## src/rtl/scoc_queue.sv

```systemverilog
// Four-word queue between front and back
module scoc_queue #(
	parameter int WIDTH = 8
) (
	input  logic             clk,
	input  logic             arst_n,
	input  logic             push_valid,
	output logic             push_ready,
	input  logic [WIDTH-1:0] push_data,
	output logic             pop_valid,
	input  logic             pop_ready,
	output logic [WIDTH-1:0] pop_data
);
	localparam int DEPTH = 4;
	localparam int PW    = $clog2(DEPTH);

	logic [WIDTH-1:0] slot_q [DEPTH];
	logic [PW-1:0]    wp_q, rp_q;
	logic [PW:0]      cnt_q;
	logic             push, pop;

	assign push_ready = cnt_q != (PW+1)'(DEPTH);
	assign pop_valid  = cnt_q != '0;
	assign pop_data   = slot_q[rp_q];
	assign push       = push_valid && push_ready;
	assign pop        = pop_valid && pop_ready;

	always_ff @(posedge clk or negedge arst_n) begin
		if (!arst_n) begin
			wp_q  <= '0;
			rp_q  <= '0;
			cnt_q <= '0;
		end else begin
			if (push) wp_q <= wp_q + PW'(1);
			if (pop) rp_q <= rp_q + PW'(1);
			if (push && !pop) cnt_q <= cnt_q + (PW+1)'(1);
			else if (pop && !push) cnt_q <= cnt_q - (PW+1)'(1);
		end
	end

	always_ff @(posedge clk) begin
		if (push) slot_q[wp_q] <= push_data;
	end
endmodule

```

## config.mk

```make
export PLATFORM = sky130hd
export DESIGN_NAME = scoc_queue
export DESIGN_NICKNAME = d
export VERILOG_FILES = /design/src/rtl/scoc_queue.sv
export SDC_FILE = /design/constraint.sdc
export NUM_CORES = 1
export LEC_CHECK = 0
export BUFFER_PORTS_ARGS = -buffer_cell sky130_fd_sc_hd__buf_4
export CORE_MARGIN = 2
export CORE_UTILIZATION = 35
export DETAILED_ROUTE_END_ITERATION = 12
export HOLD_SLACK_MARGIN = 0.03
export PLACE_DENSITY = 0.55
export SETUP_SLACK_MARGIN = 0.3
export SYNTH_ARGS = -nofsm -noshare
export SYNTH_HDL_FRONTEND = slang
export SYNTH_SLANG_ARGS = --single-unit
```

## constraint.sdc

```tcl
create_clock -name clk -period 5.7 [get_ports clk]
set_input_delay 0.855 -clock clk [delete_from_list [all_inputs] [get_ports clk]]
set_output_delay 0.855 -clock clk [all_outputs]
set_load 0.02 [all_outputs]
```

---- After elaboration in Yosys (flattened, before gate mapping) ----
Memories as Yosys holds them, arrays and structs flattened.
Index checks and enable logic that the tools add are counted.
storage, ports and cells
  flip-flop bits (word level) ............. 7
  memory bits (writable) .................. 32
  output and inout port bits .............. 10
  logic and storage cells ................. 21
  memories ................................ 1
operators by class
  add/subtract/negate cells ............... 4
  eq/ne operators ......................... 1
  multiplexer cells ....................... 4
  reductions and logical operators ........ 8
memory list
  name    words  bits a word  rd ports  clocked after memory_dff  wr ports  line  RTL
  slot_q  4      8            1         0                         1         17    logic [WIDTH-1:0] slot_q [DEPTH];
operator list
  operator             number
  $mux 3               2
  $add 2x1->2 const B  2
  $logic_and 1x1->1    4
  $add 3x1->3 const B  1
  $ne 3x3->1 const B   1
  $reduce_bool 3->1    1
  $sub 3x1->3 const B  1
  $logic_not 1->1      2
  $mux 1               2
  $reduce_bool 2->1    1

---- Depth between registers and ports, before layout ----
  depth after elaboration ................. 6
  mapped depth ............................ 8
  depth with buffers taken out ............ 8

---- Worst setup path before layout ----
Ideal clock, no wire load.
  path type ............................... in2reg
  from .................................... input port push_valid
  to ...................................... register cnt_q[2]
  setup time .............................. 0.079 ns
  arrival ................................. 2.123 ns
  setup slack ............................. 3.498 ns
  stages .................................. 7
  buffers on the path ..................... 0
  cell sequence ........................... a21boi_2 ha_1 inv_1 fa_1 xor2_1 nor2_1 xor2_1
between the ends
  word-level cells in the longest chain between the ends .. 4
ends and longest elaborated chain
  element                             line  RTL
  start: declaration                  7     input logic push_valid,
  $logic_and 1x1->1 (*)               25    assign push = push_valid && push_ready;
  $logic_not 1->1                     37    else if (pop && !push) cnt_q <= cnt_q - (PW+1)'(1);
  $logic_and 1x1->1                   37
  $reduce_bool 2->1 (no source line)  --
  end signal: assignment              36    if (push && !pop) cnt_q <= cnt_q + (PW+1)'(1);
  end signal: assignment              37
  end: declaration                    19    logic [PW:0] cnt_q;
Every way passes the cells marked *; elsewhere a longest branch is shown, timed or not.
A chain may end at the register's enable or synchronous reset.

---- Worst setup path after layout ----
  from .................................... register rp_q[0]
  to ...................................... output port pop_data[1]
between the ends
  word-level cells in the longest chain between the ends .. 1
ends and longest elaborated chain
  element                   line  RTL
  start: declaration        18    logic [PW-1:0] wp_q, rp_q;
  start signal: assignment  35    if (pop) rp_q <= rp_q + PW'(1);
  $mem_v2 4x8               --
  end: declaration          12    output logic [WIDTH-1:0] pop_data
No other way between the ends.

==> out/results.txt <==
commonest non-fill, non-tap cell in the layout -> edfxtp_1
largest net degree at the start of global routing -> 13
routed len/inst -> 15.8 um
die height -> 71.3 um
Seq/Total Area, Yosys -> 71.7%
critical path class -> reg -> out
global route overflow -> 0
Die Area -> 5080 um^2
Hold Slack -> 0.366 ns
post-route setup TNS -> 0 ns
ratio of cells with drive above 1 in the final layout -> 41.3%
Ys Warns -> 0
count of port buffers added during placement -> 21
critical path required time -> 4.85 ns
post-CTS setup repair buffer count -> 0
CTS buffer count -> 5
ANT nets after route -> 0
Area contributors post-synth -> edfxtp_1 61%, mux4_2 11%, dfrtp_1 11%
fin cells -> 156
Arr. time, crit path -> 1.80 ns
Vias -> 714
CTS clk-pin slew, worst paths -> 0.07 ns
Avg Synthesized Cell Area -> 20.6 um^2
RSZ-0062 raised after global routing -> no
starting density of the core -> 36.4%
Final GP Congestion -> 0.616
drt total wl -> 2460 um
Mapped Cells -> 77
drt pass-1 iters -> 4
Net Count, Synth -> 95
fmax -> 377 MHz
Worst R2R Path Depth -> 8
DR vias/cell -> 4.58
Total Routing Usage GR -> 11.6%
worst r2r src -> cnt_q[2]
LEAKAGE -> 0.703 nW
I/O Pins -> 22
largest buffer count on any clock path -> 2
Synth-to-Final Area Change -> 20.1%
pwr dens -> 532 nW/um^2
critical path cell sequence -> mux4_2, buf_4
Post-CTS Resized -> 0
Post-synth EDFFs -> 32
placeable core area -> 4350 um^2
Tightest Pin Transition -> 0.622 ns
Fin. Hold Viols -> 0
Sink Count -> 39
relative slew slack -> 58.6%
initial DRC count -> 64
FF+latch count, synth -> 39
R2R Setup Slk -> 3.64 ns
synthesized cell area -> 1580 um^2
most frequent cells in the layout -> 32 x edfxtp_1, 21 x buf_4, 8 x mux4_2
CP startpoint kind -> flip-flop
Hold Buf Count CTS -> 0
# DRC -> 0
Synth Flop Type -> edfxtp_1
clk_skew -> 0.00843 ns
synth unique cells -> 20
placed cell area -> 1790 um^2
CP Capture Type -> output pin
minimum clock period after layout -> 2.65 ns
Post-Layout Inst Area -> 1900 um^2
CP max-delay cell -> dfrtp_1
number of global-route vias before repair -> 815
H-tree levels -> 2
Chip Width -> 71.3 um
detailed placer's ending HPWL -> 1680 um
Max Cap Violations -> 0
first-pass GRT wire length -> 4180 um
Worst Path Max Fanout -> 10
Max Slew Vio Count -> 0
post-synth top area share -> 60.7%
clk_lat worst skew -> 0.29 ns
largest area contributor in the netlist -> edfxtp_1
Row Count -> 24
antenna violations before repair -> 0
Synth async-reset ratio -> 17.9%
utilization after layout -> 43.7%
Worst Hold Class -> in -> async
Worst R2R End -> cnt_q[2]
clock tree from TritonCTS -> built
Final nets -> 121
Max IR drop VDD -> 0.253 mV
run status -> finished, final reports clean
Worst path max stage delay -> 0.74 ns
ANT cells -> 0
placed insts -> 148
setup violators final -> 0
Period Utilization, post-route -> 46.5%
clock root buffer -> clkbuf_8
## critical path, delay by kind of cell, from the launching register on
family   cells  cell delay (ns)
flops        1             0.74
mux          1             0.59
buf+inv      1             0.17
## state kept, by name, indices dropped and copies added (netlist names)
register  flops
wp_q          2
rp_q          2
cnt_q         3
slot_q       32
## cells by family (layout without fill, tap and decap cells)
group,Yosys count,after routing,share of synthesized area [%]
adder cells (fa/ha/maj),6,6,5.21
multiplexers,10,10,13.0
AND/OR/NAND/NOR,10,10,4.50
AO/OA/AOI/OAI,1,1,0.711
XOR/XNOR,6,6,3.32
flip-flops,39,39,71.7
buffers and inverters,5,32,1.50
## metrics by stage
stage | total power, W | worst slack, ns
4_1_cts | 0.00103 | 2.98
5_1_grt | 0.00108 | 2.91
3_5_place_dp | 0.000808 | 3.27
6_report | 0.00101 | 3.05
2_1_floorplan | 0.000690 | 3.50
3_3_place_gp | 0.000798 | 3.29
## power by group
| group | switching, W | leakage (nW) | total (W) | internal [W] |
|---|---|---|---|---|
| Combinational | 0.000160 | 0.272 | 0.000338 | 0.000177 |
| Clock | 0.0000912 | 0.0556 | 0.000219 | 0.000128 |
| Sequential | 0.0000676 | 0.375 | 0.000454 | 0.000387 |
## area by class of cell
type | instances | area, um^2
Clock inverter | 3 | 38.8
Timing Repair Buffer | 21 | 158
Fill cell | 368 | 2450
Multi-Input combinational cell | 33 | 424
Inverter | 3 | 11.3
Sequential cell | 39 | 1140
Clock buffer | 5 | 68.8
Tap cell | 52 | 65.1
## cells in the mapped netlist (all sizes together) (2+ instances only)
cell type	instances
xnor2	4
xor2	2
ha	5
and2	4
nor2	2
inv	3
mux4	8
nand2	2
mux2	2
dfrtp	7
edfxtp	32
## routing by layer
metal	up-vias	GRT usage (%)	wire (um)
li1	342	-	-
met5	-	0	0
met1	354	13.6	1030
met2	13	18.3	1280
met4	0	5.66	51
met3	5	5.06	103
## worst max path at each step
stage,start,endpoint,slack (ns),depth (start not counted)
after global routing,rp_q[0],pop_data[1],2.91,2
after detailed placement,push_valid,cnt_q[2],3.27,8
after floorplan,push_valid,cnt_q[2],3.50,7
final,rp_q[0],pop_data[1],3.05,2
after global placement,push_valid,cnt_q[2],3.29,8
after CTS,rp_q[0],pop_data[1],2.98,2
Power figures use the tool's default switching activity.
