[src/rtl/scoc_pkg.sv]
// Shared types, codes and constants of the strided cube occupancy count unit
package scoc_pkg;

	localparam int CFG_W     = 11;
	localparam int CFG_IDX_W = 3;
	localparam int CFG_NUM   = 5;
	localparam int NUM_W     = 24;
	localparam int COORD_W   = 10;
	localparam int COUNT_W   = 31;
	localparam int AXES      = 3;

	localparam logic [CFG_IDX_W-1:0] CFG_SIZE_X = 3'd0;
	localparam logic [CFG_IDX_W-1:0] CFG_SIZE_Y = 3'd1;
	localparam logic [CFG_IDX_W-1:0] CFG_SIZE_Z = 3'd2;
	localparam logic [CFG_IDX_W-1:0] CFG_EDGE   = 3'd3;
	localparam logic [CFG_IDX_W-1:0] CFG_STRIDE = 3'd4;

	localparam logic [CFG_W-1:0] CFG_RESET [CFG_NUM] = '{
		11'd64, 11'd64, 11'd64, 11'd8, 11'd8
	};

	typedef enum logic [2:0] {
		FR_IDLE,
		FR_DIV,
		FR_MUL1,
		FR_MUL2,
		FR_PUSH
	} front_state_t;

	typedef enum logic [1:0] {
		DK_N,
		DK_H,
		DK_L
	} div_kind_t;

	typedef enum logic [2:0] {
		BK_CLR,
		BK_IDLE,
		BK_RD,
		BK_WR,
		BK_ZERO,
		BK_ORD,
		BK_OLD
	} back_state_t;

	function automatic int ent_w(int cw);
		return 3 + 3 * cw + 2 * NUM_W + 3 * COORD_W;
	endfunction

endpackage

[src/rtl/scoc_in_if.sv]
// Voxel input channel
interface scoc_in_if;
	logic valid;
	logic ready;
	logic occupied;

	modport source (output valid, output occupied, input ready);
	modport sink (input valid, input occupied, output ready);
endinterface

[src/rtl/scoc_front.sv]
// Front end: configuration, cursors, cube classification and cube numbering
module scoc_front import scoc_pkg::*; #(
	parameter int MAX_EXTENT = 1024
) (
	input  logic                                 clk,
	input  logic                                 arst_n,
	input  logic                                 cfg_we,
	input  logic [CFG_IDX_W-1:0]                 cfg_index,
	input  logic [CFG_W-1:0]                     cfg_data,
	scoc_in_if.sink                              in_ch,
	input  logic                                 clr_busy,
	output logic                                 push_valid,
	input  logic                                 push_ready,
	output logic [ent_w($clog2(MAX_EXTENT))-1:0] push_data,
	output logic [$clog2(MAX_EXTENT+1)-1:0]      nx,
	output logic [NUM_W-1:0]                     nxy
);
	localparam int EW   = $clog2(MAX_EXTENT + 1);
	localparam int CW   = $clog2(MAX_EXTENT);
	localparam int XW   = (CFG_W > EW ? CFG_W : EW) + 1;
	localparam int TW   = EW + 2;
	localparam int CNTW = $clog2(EW + 1);

	typedef struct packed {
		logic               occ;
		logic               open3;
		logic               close3;
		logic [CW-1:0]      span_z;
		logic [CW-1:0]      span_y;
		logic [CW-1:0]      span_x;
		logic [NUM_W-1:0]   num_lo;
		logic [NUM_W-1:0]   num_hi;
		logic [COORD_W-1:0] st_z;
		logic [COORD_W-1:0] st_y;
		logic [COORD_W-1:0] st_x;
	} ent_t;

	front_state_t state_q, state_d;

	logic [CFG_W-1:0] cfg_q [CFG_NUM];
	logic [EW-1:0]    eff_v [CFG_NUM];
	logic [EW-1:0]    sz [AXES];
	logic [EW-1:0]    e, s;

	logic [CW-1:0] c_q [AXES];
	logic [CW-1:0] qh_q [AXES];
	logic [CW-1:0] rh_q [AXES];
	logic [CW-1:0] ql_q [AXES];
	logic [CW-1:0] rl_q [AXES];
	logic [EW-1:0] n_q [AXES];

	logic signed [TW-1:0] t_a [AXES];
	logic [EW-1:0]        nm1 [AXES];
	logic [CW-1:0]        hi_a [AXES];
	logic [CW-1:0]        lo_a [AXES];
	logic [AXES-1:0]      tpos, clamp, covered, opens, closes, wrap, h_roll, l_roll, size_ge;
	logic [AXES-1:0]      adv;
	logic                 acc;

	logic [1:0]      div_axis_q;
	div_kind_t       div_kind_q;
	logic [CNTW-1:0] div_cnt_q;
	logic            dirty_q;
	logic [EW-1:0]   div_num_q, div_quo_q, quo_nx, dividend;
	logic [EW:0]     div_rem_q, rem_sh, rem_nx;
	logic            div_ge, div_run, div_fin, last_op, div_done;

	logic               occ_s1, open3_s1, close3_s1, skip_s1;
	logic [CW-1:0]      lo_s1 [AXES];
	logic [CW-1:0]      hi_s1 [AXES];
	logic [NUM_W-1:0]   m1_s2, h1_s2, m2_s3, h2_s3;
	logic [COORD_W-1:0] st_s2 [AXES];
	ent_t               ent;

	always_comb begin
		for (int i = 0; i < CFG_NUM; i++) begin
			if (cfg_q[i] == '0) eff_v[i] = EW'(1);
			else if (XW'(cfg_q[i]) > XW'(MAX_EXTENT)) eff_v[i] = EW'(MAX_EXTENT);
			else eff_v[i] = EW'(cfg_q[i]);
		end
		for (int a = 0; a < AXES; a++) sz[a] = eff_v[a];
		e = eff_v[CFG_EDGE];
		s = eff_v[CFG_STRIDE];
	end

	always_ff @(posedge clk or negedge arst_n) begin
		if (!arst_n) begin
			for (int i = 0; i < CFG_NUM; i++) cfg_q[i] <= CFG_RESET[i];
		end else if (cfg_we && cfg_index < CFG_IDX_W'(CFG_NUM)) begin
			cfg_q[cfg_index] <= cfg_data;
		end
	end

	always_comb begin
		for (int a = 0; a < AXES; a++) begin
			t_a[a] = $signed({{(TW-CW){1'b0}}, c_q[a]}) - $signed({{(TW-EW){1'b0}}, e});
			tpos[a] = !t_a[a][TW-1];
			nm1[a] = n_q[a] - EW'(1);
			clamp[a] = (n_q[a] != '0) && (EW'(qh_q[a]) > nm1[a]);
			hi_a[a] = clamp[a] ? CW'(nm1[a]) : qh_q[a];
			lo_a[a] = tpos[a] ? ql_q[a] + CW'(1) : '0;
			covered[a] = (n_q[a] != '0) && (lo_a[a] <= hi_a[a]);
			opens[a] = covered[a] && !clamp[a] && (rh_q[a] == '0);
			closes[a] = covered[a] && (tpos[a] ? (EW'(rl_q[a]) == s - EW'(1)) : (&t_a[a]));
			wrap[a] = ((EW+1)'(c_q[a]) + (EW+1)'(1)) >= (EW+1)'(sz[a]);
			h_roll[a] = (EW'(rh_q[a]) + EW'(1)) == s;
			l_roll[a] = (EW'(rl_q[a]) + EW'(1)) == s;
			size_ge[a] = sz[a] >= e;
		end
		adv = {wrap[0] && wrap[1], wrap[0], 1'b1};
	end

	assign acc = in_ch.valid && in_ch.ready;

	// serial restoring divider by the stride
	assign div_run  = state_q == FR_DIV;
	assign div_fin  = div_run && !cfg_we && (div_cnt_q == CNTW'(EW));
	assign last_op  = (div_axis_q == 2'd2) && (div_kind_q == DK_L);
	assign div_done = div_fin && last_op;
	assign rem_sh   = {div_rem_q[EW-1:0], div_num_q[EW-1]};
	assign div_ge   = rem_sh >= {1'b0, s};
	assign rem_nx   = div_ge ? rem_sh - {1'b0, s} : rem_sh;
	assign quo_nx   = {div_quo_q[EW-2:0], div_ge};

	always_comb begin
		unique case (div_kind_q)
			DK_N:    dividend = size_ge[div_axis_q] ? sz[div_axis_q] - e : '0;
			DK_H:    dividend = EW'(c_q[div_axis_q]);
			DK_L:    dividend = tpos[div_axis_q] ? t_a[div_axis_q][EW-1:0] : '0;
			default: dividend = '0;
		endcase
	end

	always_ff @(posedge clk or negedge arst_n) begin
		if (!arst_n) begin
			div_axis_q <= '0;
			div_kind_q <= DK_N;
			div_cnt_q  <= '0;
			dirty_q    <= 1'b1;
		end else if (cfg_we) begin
			div_axis_q <= '0;
			div_kind_q <= DK_N;
			div_cnt_q  <= '0;
			dirty_q    <= 1'b1;
		end else if (div_run) begin
			if (div_cnt_q == CNTW'(EW)) begin
				div_cnt_q <= '0;
				if (last_op) begin
					div_axis_q <= '0;
					div_kind_q <= DK_N;
					dirty_q    <= 1'b0;
				end else begin
					unique case (div_kind_q)
						DK_N: div_kind_q <= DK_H;
						DK_H: div_kind_q <= DK_L;
						default: begin
							div_kind_q <= DK_N;
							div_axis_q <= div_axis_q + 2'd1;
						end
					endcase
				end
			end else begin
				div_cnt_q <= div_cnt_q + CNTW'(1);
			end
		end
	end

	always_ff @(posedge clk) begin
		if (div_run) begin
			if (div_cnt_q == '0) begin
				div_num_q <= dividend;
				div_rem_q <= '0;
				div_quo_q <= '0;
			end else begin
				div_num_q <= {div_num_q[EW-2:0], 1'b0};
				div_rem_q <= rem_nx;
				div_quo_q <= quo_nx;
			end
		end
	end

	// cursors with running quotient and remainder by the stride
	always_ff @(posedge clk or negedge arst_n) begin
		if (!arst_n) begin
			for (int a = 0; a < AXES; a++) begin
				c_q[a]  <= '0;
				qh_q[a] <= '0;
				rh_q[a] <= '0;
				ql_q[a] <= '0;
				rl_q[a] <= '0;
				n_q[a]  <= '0;
			end
		end else begin
			if (acc) begin
				for (int a = 0; a < AXES; a++) begin
					if (adv[a]) begin
						if (wrap[a]) begin
							c_q[a]  <= '0;
							qh_q[a] <= '0;
							rh_q[a] <= '0;
							ql_q[a] <= '0;
							rl_q[a] <= '0;
						end else begin
							c_q[a] <= c_q[a] + CW'(1);
							if (h_roll[a]) begin
								rh_q[a] <= '0;
								qh_q[a] <= qh_q[a] + CW'(1);
							end else begin
								rh_q[a] <= rh_q[a] + CW'(1);
							end
							if (tpos[a]) begin
								if (l_roll[a]) begin
									rl_q[a] <= '0;
									ql_q[a] <= ql_q[a] + CW'(1);
								end else begin
									rl_q[a] <= rl_q[a] + CW'(1);
								end
							end
						end
					end
				end
			end
			if (div_fin) begin
				unique case (div_kind_q)
					DK_N: n_q[div_axis_q] <= size_ge[div_axis_q] ? quo_nx + EW'(1) : '0;
					DK_H: begin
						qh_q[div_axis_q] <= CW'(quo_nx);
						rh_q[div_axis_q] <= CW'(rem_nx);
					end
					default: begin
						ql_q[div_axis_q] <= CW'(quo_nx);
						rl_q[div_axis_q] <= CW'(rem_nx);
					end
				endcase
			end
		end
	end

	always_comb begin
		state_d = state_q;
		unique case (state_q)
			FR_IDLE: begin
				if (dirty_q) state_d = FR_DIV;
				else if (acc) state_d = FR_MUL1;
			end
			FR_DIV:  if (div_done) state_d = FR_IDLE;
			FR_MUL1: state_d = skip_s1 ? FR_IDLE : FR_MUL2;
			FR_MUL2: state_d = FR_PUSH;
			FR_PUSH: if (push_ready) state_d = FR_IDLE;
			default: state_d = FR_IDLE;
		endcase
	end

	always_comb begin
		in_ch.ready = (state_q == FR_IDLE) && !dirty_q && !clr_busy;
		push_valid  = state_q == FR_PUSH;
	end

	always_ff @(posedge clk or negedge arst_n) begin
		if (!arst_n) state_q <= FR_IDLE;
		else state_q <= state_d;
	end

	always_ff @(posedge clk) begin
		if (acc) begin
			occ_s1    <= in_ch.occupied;
			open3_s1  <= &opens;
			close3_s1 <= &closes;
			skip_s1   <= !(&covered) || (!in_ch.occupied && !(&opens) && !(&closes));
			for (int a = 0; a < AXES; a++) begin
				lo_s1[a] <= lo_a[a];
				hi_s1[a] <= hi_a[a];
			end
		end
		if (state_q == FR_MUL1) begin
			m1_s2 <= NUM_W'(lo_s1[2]) * NUM_W'(n_q[1]);
			h1_s2 <= NUM_W'(hi_s1[2]) * NUM_W'(n_q[1]);
			for (int a = 0; a < AXES; a++) st_s2[a] <= COORD_W'(lo_s1[a]) * COORD_W'(s);
		end
		if (state_q == FR_MUL2) begin
			m2_s3 <= (m1_s2 + NUM_W'(lo_s1[1])) * NUM_W'(n_q[0]);
			h2_s3 <= (h1_s2 + NUM_W'(hi_s1[1])) * NUM_W'(n_q[0]);
		end
		nxy <= NUM_W'(n_q[0]) * NUM_W'(n_q[1]);
	end

	always_comb begin
		ent.occ    = occ_s1;
		ent.open3  = open3_s1;
		ent.close3 = close3_s1;
		ent.span_z = hi_s1[2] - lo_s1[2];
		ent.span_y = hi_s1[1] - lo_s1[1];
		ent.span_x = hi_s1[0] - lo_s1[0];
		ent.num_lo = m2_s3 + NUM_W'(lo_s1[0]);
		ent.num_hi = h2_s3 + NUM_W'(hi_s1[0]);
		ent.st_z   = st_s2[2];
		ent.st_y   = st_s2[1];
		ent.st_x   = st_s2[0];
	end

	assign push_data = ent;
	assign nx        = n_q[0];
endmodule

[src/flat_wrapper.sv]
// flat-port wrapper written by rule: the top's interface ports become plain ports
module scoc_front_flat import scoc_pkg::*;
#(
	parameter int MAX_EXTENT = 1024
)
  (clk, arst_n, cfg_we, cfg_index, cfg_data, clr_busy, push_valid, push_ready, push_data, nx, nxy, in_ch_valid, in_ch_occupied, in_ch_ready);
  scoc_in_if in_ch_i ();
  input  logic clk;
  input  logic arst_n;
  input  logic cfg_we;
  input  logic [CFG_IDX_W-1:0] cfg_index;
  input  logic [CFG_W-1:0] cfg_data;
  input  logic clr_busy;
  output logic push_valid;
  input  logic push_ready;
  output logic [ent_w($clog2(MAX_EXTENT))-1:0] push_data;
  output logic [$clog2(MAX_EXTENT+1)-1:0] nx;
  output logic [NUM_W-1:0] nxy;
  input wire logic [$bits(in_ch_i.valid)-1:0] in_ch_valid;
  input wire logic [$bits(in_ch_i.occupied)-1:0] in_ch_occupied;
  output wire logic [$bits(in_ch_i.ready)-1:0] in_ch_ready;
  assign in_ch_i.valid = in_ch_valid;
  assign in_ch_i.occupied = in_ch_occupied;
  assign in_ch_ready = in_ch_i.ready;
  scoc_front #(.MAX_EXTENT(MAX_EXTENT)) u_core (.clk(clk), .arst_n(arst_n), .cfg_we(cfg_we), .cfg_index(cfg_index), .cfg_data(cfg_data), .in_ch(in_ch_i), .clr_busy(clr_busy), .push_valid(push_valid), .push_ready(push_ready), .push_data(push_data), .nx(nx), .nxy(nxy));
endmodule
[config.mk]
export PLATFORM = sky130hd
export DESIGN_NAME = scoc_front_flat
export DESIGN_NICKNAME = d
export VERILOG_FILES = /design/src/rtl/scoc_pkg.sv /design/src/rtl/scoc_in_if.sv /design/src/rtl/scoc_front.sv /design/src/flat_wrapper.sv
export SDC_FILE = /design/constraint.sdc
export NUM_CORES = 2
export LEC_CHECK = 0
export BUFFER_PORTS_ARGS = -buffer_cell sky130_fd_sc_hd__buf_4
export CAP_MARGIN = 20
export CORE_MARGIN = 2
export CORE_UTILIZATION = 50
export DETAILED_ROUTE_END_ITERATION = 12
export HOLD_SLACK_MARGIN = 0.06
export PLACE_DENSITY = 0.78
export SLEW_MARGIN = 0
export SYNTH_ARGS = -nofsm -noshare
export SYNTH_HDL_FRONTEND = slang
export SYNTH_SLANG_ARGS = --single-unit
[constraint.sdc]
create_clock -name clk -period 6.8 [get_ports clk]
set_input_delay 1.02 -clock clk [delete_from_list [all_inputs] [get_ports clk]]
set_output_delay 1.02 -clock clk [all_outputs]
set_load 0.01 [all_outputs]
# Word level (Yosys, flattened, before mapping)

Memories as Yosys holds them, arrays and structs flattened.
Index checks and enable logic that the tools add are counted.

Register bits after elaboration: 398
Memory bits (writable): 90
Input port bits: 21
Output and inout port bits: 148
Logic and storage cells: 345
Memories kept: 3

Add/sub/neg operators: 43
$mul: 8
$lt $le $gt $ge: 24
Equal/unequal tests: 21
Muxes and demuxes: 130
Bitwise operators: 2
Reduce and logical (&&, ||, !) cells: 73

Memory list:

| memory       | words | bits a word | read ports | clocked after Yosys merged registers in | write ports | RTL line         | RTL |
|---|---|---|---|---|---|---|---|
| u_core.hi_s1 | 3     | 10          | 3          | 0                                       | 3           | scoc_front.sv:70 | `logic [CW-1:0] hi_s1 [AXES];` |
| u_core.lo_s1 | 3     | 10          | 3          | 0                                       | 3           | scoc_front.sv:69 | `logic [CW-1:0] lo_s1 [AXES];` |
| u_core.st_s2 | 3     | 10          | 3          | 0                                       | 3           | scoc_front.sv:72 | `logic [COORD_W-1:0] st_s2 [AXES];` |

Operators by type and width:

| kind                                                  | number |
|---|---|
| 2-to-1 mux 10 bit                                     | 50 |
| 2-to-1 mux 30 bit                                     | 12 |
| 2-to-1 mux 11 bit                                     | 21 |
| adder 10 x 1 -> 10 bit, second input constant         | 15 |
| bitwise mux 30 bit                                    | 4 |
| adder 10 x 1 -> 11 bit, second input constant         | 9 |
| == test 11 bit                                        | 6 |
| bitwise mux 55 bit                                    | 1 |
| greater-than comparator 11 bit, second input constant | 5 |
| logical NOT 11 bit                                    | 5 |
| adder 24 x 10 -> 24 bit                               | 2 |
| greater-or-equal comparator 12 x 11 -> 1 bit          | 4 |
| multiplier 24 x 11 -> 24 bit                          | 2 |
| adder 21 x 10 -> 22 bit                               | 2 |
| subtractor 11 x 1 -> 11 bit, second input constant    | 4 |
| multiplier 10 x 11 -> 21 bit                          | 2 |
| AND reduction 13 bit                                  | 3 |
| subtractor 10 x 11 -> 12 bit                          | 3 |
| bitwise mux 33 bit                                    | 1 |
| demux 11 bit (select 3 bit)                           | 1 |
| == test 10 x 11 -> 1 bit                              | 3 |
| greater-or-equal comparator 11 bit                    | 3 |
| greater-than comparator 10 x 11 -> 1 bit              | 3 |
| case mux 11 bit (3 select lines)                      | 1 |
| 49 further kinds                                      | 139 |

# Longest topological paths before layout

Depth after elaboration: 14
Gate-level depth with buffers: 29

# Least setup slack after synthesis

Ideal clock, no wire load.

Path kind: register -> register
Start point: memory u_core.lo_s1[0][11] (netlist bit)
End point: register u_core.m2_s3[23] (data pin)
Arrival time: 7.060 ns
Setup slack: -0.528 ns
Cell stages (with the launch flop): 29
Path buffers: 1
Clock period less this slack: 7.328 ns
Path through: edfxtp_1 ha_1 a211oi_1 nor2_1 o31ai_1 a21oi_1 o21a_1 o21a_1 nor2_1 clkbuf_1 nand2_1 fa_1 fa_1 inv_1 fa_1 fa_1 inv_1 fa_1 inv_1 ha_1 a21o_1 a21oi_1 nor3b_1 nand3_1 o311a_1 nor4_1 o31ai_1 nor2_1 xnor3_1

RTL lines:

| what                 | RTL line          | RTL |
|---|---|---|
| start, declared      | scoc_front.sv:69  |  |
| end signal, assigned | scoc_front.sv:281 | `m2_s3 <= (m1_s2 + NUM_W'(lo_s1[1])) * NUM_W'(n_q[0]);` |
| end, declared        | scoc_front.sv:71  | `logic [NUM_W-1:0] m1_s2, h1_s2, m2_s3, h2_s3;` |

# Worst setup path in the final report

Start point: register u_core.m1_s2[1]
End point: register u_core.m2_s3[23] (data pin)

Longest elaborated chain between the ends: 2

Ends and longest elaborated chain:

| what                         | RTL line          | RTL |
|---|---|---|
| start, declared              | scoc_front.sv:71  |  |
| start signal, assigned       | scoc_front.sv:276 | `m1_s2 <= NUM_W'(lo_s1[2]) * NUM_W'(n_q[1]);` |
| adder 21 x 10 -> 22 bit      | scoc_front.sv:281 |  |
| multiplier 24 x 11 -> 24 bit | scoc_front.sv:281 |  |

No other way between the ends.
A chain may end at the register's enable or synchronous reset.

==> metrics <==
Final Skew 54.8 ps; largest family of logic cells by synthesized area adder cells; final setup violation count 2; max-slew violation count 0; period utilization 103%; DR top layer met5; post-synthesis adder-cell area fraction 31.5%; DR pass1 iterations 6; drt wl/cell 21.1 µm; Syn Inst Count 6963; Period minus WS final 6990 ps; Area growth syn-to-layout 11.7%; number of global-route vias before repair 52900; unrepaired setup endpoints after global routing yes; Leak Pwr 32.4 nW; Final Util 56.2%; Synth Flop Type dfrtp_1; Post-Syn Area 61100 µm²; number of max-cap violations 0; max_slew headroom 12.9%; synth top area cells fa_1 (19%), ha_1 (12%), edfxtp_1 (11%), dfrtp_1 (10%), inv_1 (5.6%); sequential cell area fraction in the yosys report 21.6%; number of routed nets with antenna violations 0; crit path DAT 7450 ps; post-synth top area cell fa_1; startpoint types flip-flop; CP max stage cell fa_1; multiplexer share of the synthesized area 1.63%; CTS max path bufs 3; measured slew at the worst slew-check pin 1300 ps; CTS Root Cell clkbuf_16; Power Total 10.8 mW; cts hold-fix bufs 0; fmax 143 MHz; critical path class flip-flop to flip-flop; Vias 51800; outcome finished with violations; area fraction in compound gates after synthesis 11.7%; clk_lat worst skew 710 ps; Die Area 125000 µm²; GRT Residual Overflow 0; Iter 0 DRT Violations 5072; Ys Warns 0; largest net degree at the start of global routing 183; DIE WIDTH 354 µm; IO Count 169; port bufs 166; Yosys top cell area share 19.3%; Hold WC Path Type input port to async pin; CTS Buf Count 59; final hold vios 0; Core ar. 122000 µm²; Post-Route WL 186 mm; Synth async-reset ratio 51.2%; XOR/XNOR share of the synthesized area 7.56%; CP endpoint kind flip-flop; failing checks setup timing; Yosys reg bits 488; WP data required 7260 ps; via/cell ratio 5.86; Max stage delay on crit path 530 ps; Final nets 8372; Yosys cell types 103; Die H 354 µm; met3 wire len 14.4 mm; Post-Synth Simple-Gate Area 18.0%; M1 wire length 71.2 mm; global-route wire length before repair 292 mm; fraction of layout cells with a size suffix above 1 11.4%; Std-Cell Rows 128; peak supply drop 255 µV; detailed placement HPWL 143 mm; initial antenna violation count 4; CP max FO 5; residual DRC count 0; Post-Layout Inst Area 68300 µm²; EDFF count, synth 216; clock sinks 488; Routed met2 length 87.8 mm; Clock transition at path regs 70 ps; syn_area_per_cell 8.78 µm²; most used cell, CP fa_1; Final WS setup -194 ps; htree depth 2; Power Dens Cells 158 nW/µm²; placed cell areas 65300 µm²; initial core utilization 50.3%; Final GP Congestion 0.973; TritonCTS clock tree done; Total GRT Usage 29.5%
[per-stage QoR]
step	hold slack (ps)	setup WS [ps]	setup TNS, ps	instances
finish	275	-194	-263	8840
global route	313	-445	-1680	8839
CTS	275	-29.8	-29.8	8816
detailed placement	502	-445	-1560	8687
global placement	491	-333	-777	8686
floorplan	471	-85.1	-85.1	6964
[where the power goes]
group / switching (mW) / total (mW) / internal (mW)
logic: 2.43 / 3.91 / 1.48
registers: 0.158 / 3.44 / 3.28
clock network: 1.48 / 3.48 / 2.00
total: 4.06 / 10.8 / 6.76
[synth_stat cells, types with 62 or more instances]
cell and count:
a21o_1 96, a21oi_1 258, and2_1 333, and3_1 70, clkbuf_1 283, dfrtp_1 244, edfxtp_1 216, fa_1 590
ha_1 597, inv_1 913, nand2_1 894, nand3_1 124, nor2_1 432, nor2b_1 68, nor3_1 93, o21a_1 62
o21ai_0 298, xnor2_1 350, xor2_1 147
[registers in the layout, summed over array words and instances (netlist names), 3 cells and up]
signal,cells
u_core.c_q,30
u_core.cfg_q,55
u_core.div_cnt_q,4
u_core.div_num_q,11
u_core.div_quo_q,10
u_core.div_rem_q,11
u_core.h1_s2,21
u_core.h2_s3,24
u_core.hi_s1,30
u_core.lo_s1,30
u_core.m1_s2,21
u_core.m2_s3,24
u_core.n_q,22
u_core.nx,11
u_core.nxy,22
u_core.qh_q,30
u_core.ql_q,30
u_core.rh_q,30
u_core.rl_q,30
u_core.st_s2,30
u_core.state_q,3
[final cells by class]
cell class / instances / area [µm²]
tap: 1625 / 2030
antenna: 1 / 2.50
fill: 10500 / 53200
clock buffer: 71 / 1640
inverter: 921 / 3460
sequential: 488 / 13200
clock inverter: 40 / 479
multi-input combinational: 5208 / 43800
timing repair buffer: 486 / 3730
[cell families after synthesis]
family / Yosys count
compound gates: 1117
xor+xnor: 509
fa+ha+maj: 1187
buf+inv: 1268
flops: 488
mux: 93
other cells: 1
simple gates: 2300
[layer usage]
layer | up-vias | global-route usage (%)
li1 | 23400 | -
met1 | 25300 | 36.1
met2 | 2447 | 49.6
met3 | 686 | 4.51
met4 | 6 | 16.9
met5 | - | 0
[timing repair]
item	CTS	global route
endpoints found under the setup margin	11	17
pin swaps	54	62
setup buffers	18	21
cloned	0	0
gates resized for setup	39	71
[critical path, delay by kind of cell (launching register included)]
kind | cells | cell delay, ps
buf+inv | 3 | 180
xor+xnor | 2 | 400
fa+ha+maj | 7 | 3060
flops | 1 | 460
compound gates | 11 | 1880
simple gates | 5 | 770
[worst paths after layout]
check	cells after the start	from	end	slack, ps
setup / recovery	28	u_core.m1_s2[1]$_DFFE_PN_	u_core.m2_s3[23]$_DFFE_PP_	-190
hold / removal	1	arst_n	u_core.cfg_q[26]$_DFFE_PN0P_	280
setup reg to reg	28	u_core.m1_s2[1]$_DFFE_PN_	u_core.m2_s3[23]$_DFFE_PP_	-190
hold reg to reg	2	u_core.n_q[3]$_DFFE_PN0P_	u_core.n_q[3]$_DFFE_PN0P_	520
max in group asynchronous	2	arst_n	u_core.rh_q[11]$_DFF_PN0_	5070
min in group clk	2	u_core.n_q[3]$_DFFE_PN0P_	u_core.n_q[3]$_DFFE_PN0P_	520
[layout by cell type (no fill, tap or decap), types with 236 or more instances in the layout]
cell	count
nand2_1	886
nor2_1	429
and2_1	333
buf_4	474
xnor2_1	339
fa_1	582
inv_1	903
a21oi_1	246
o21ai_0	287
ha_1	580
dfrtp_1	236
Power figures use the tool's default switching activity.
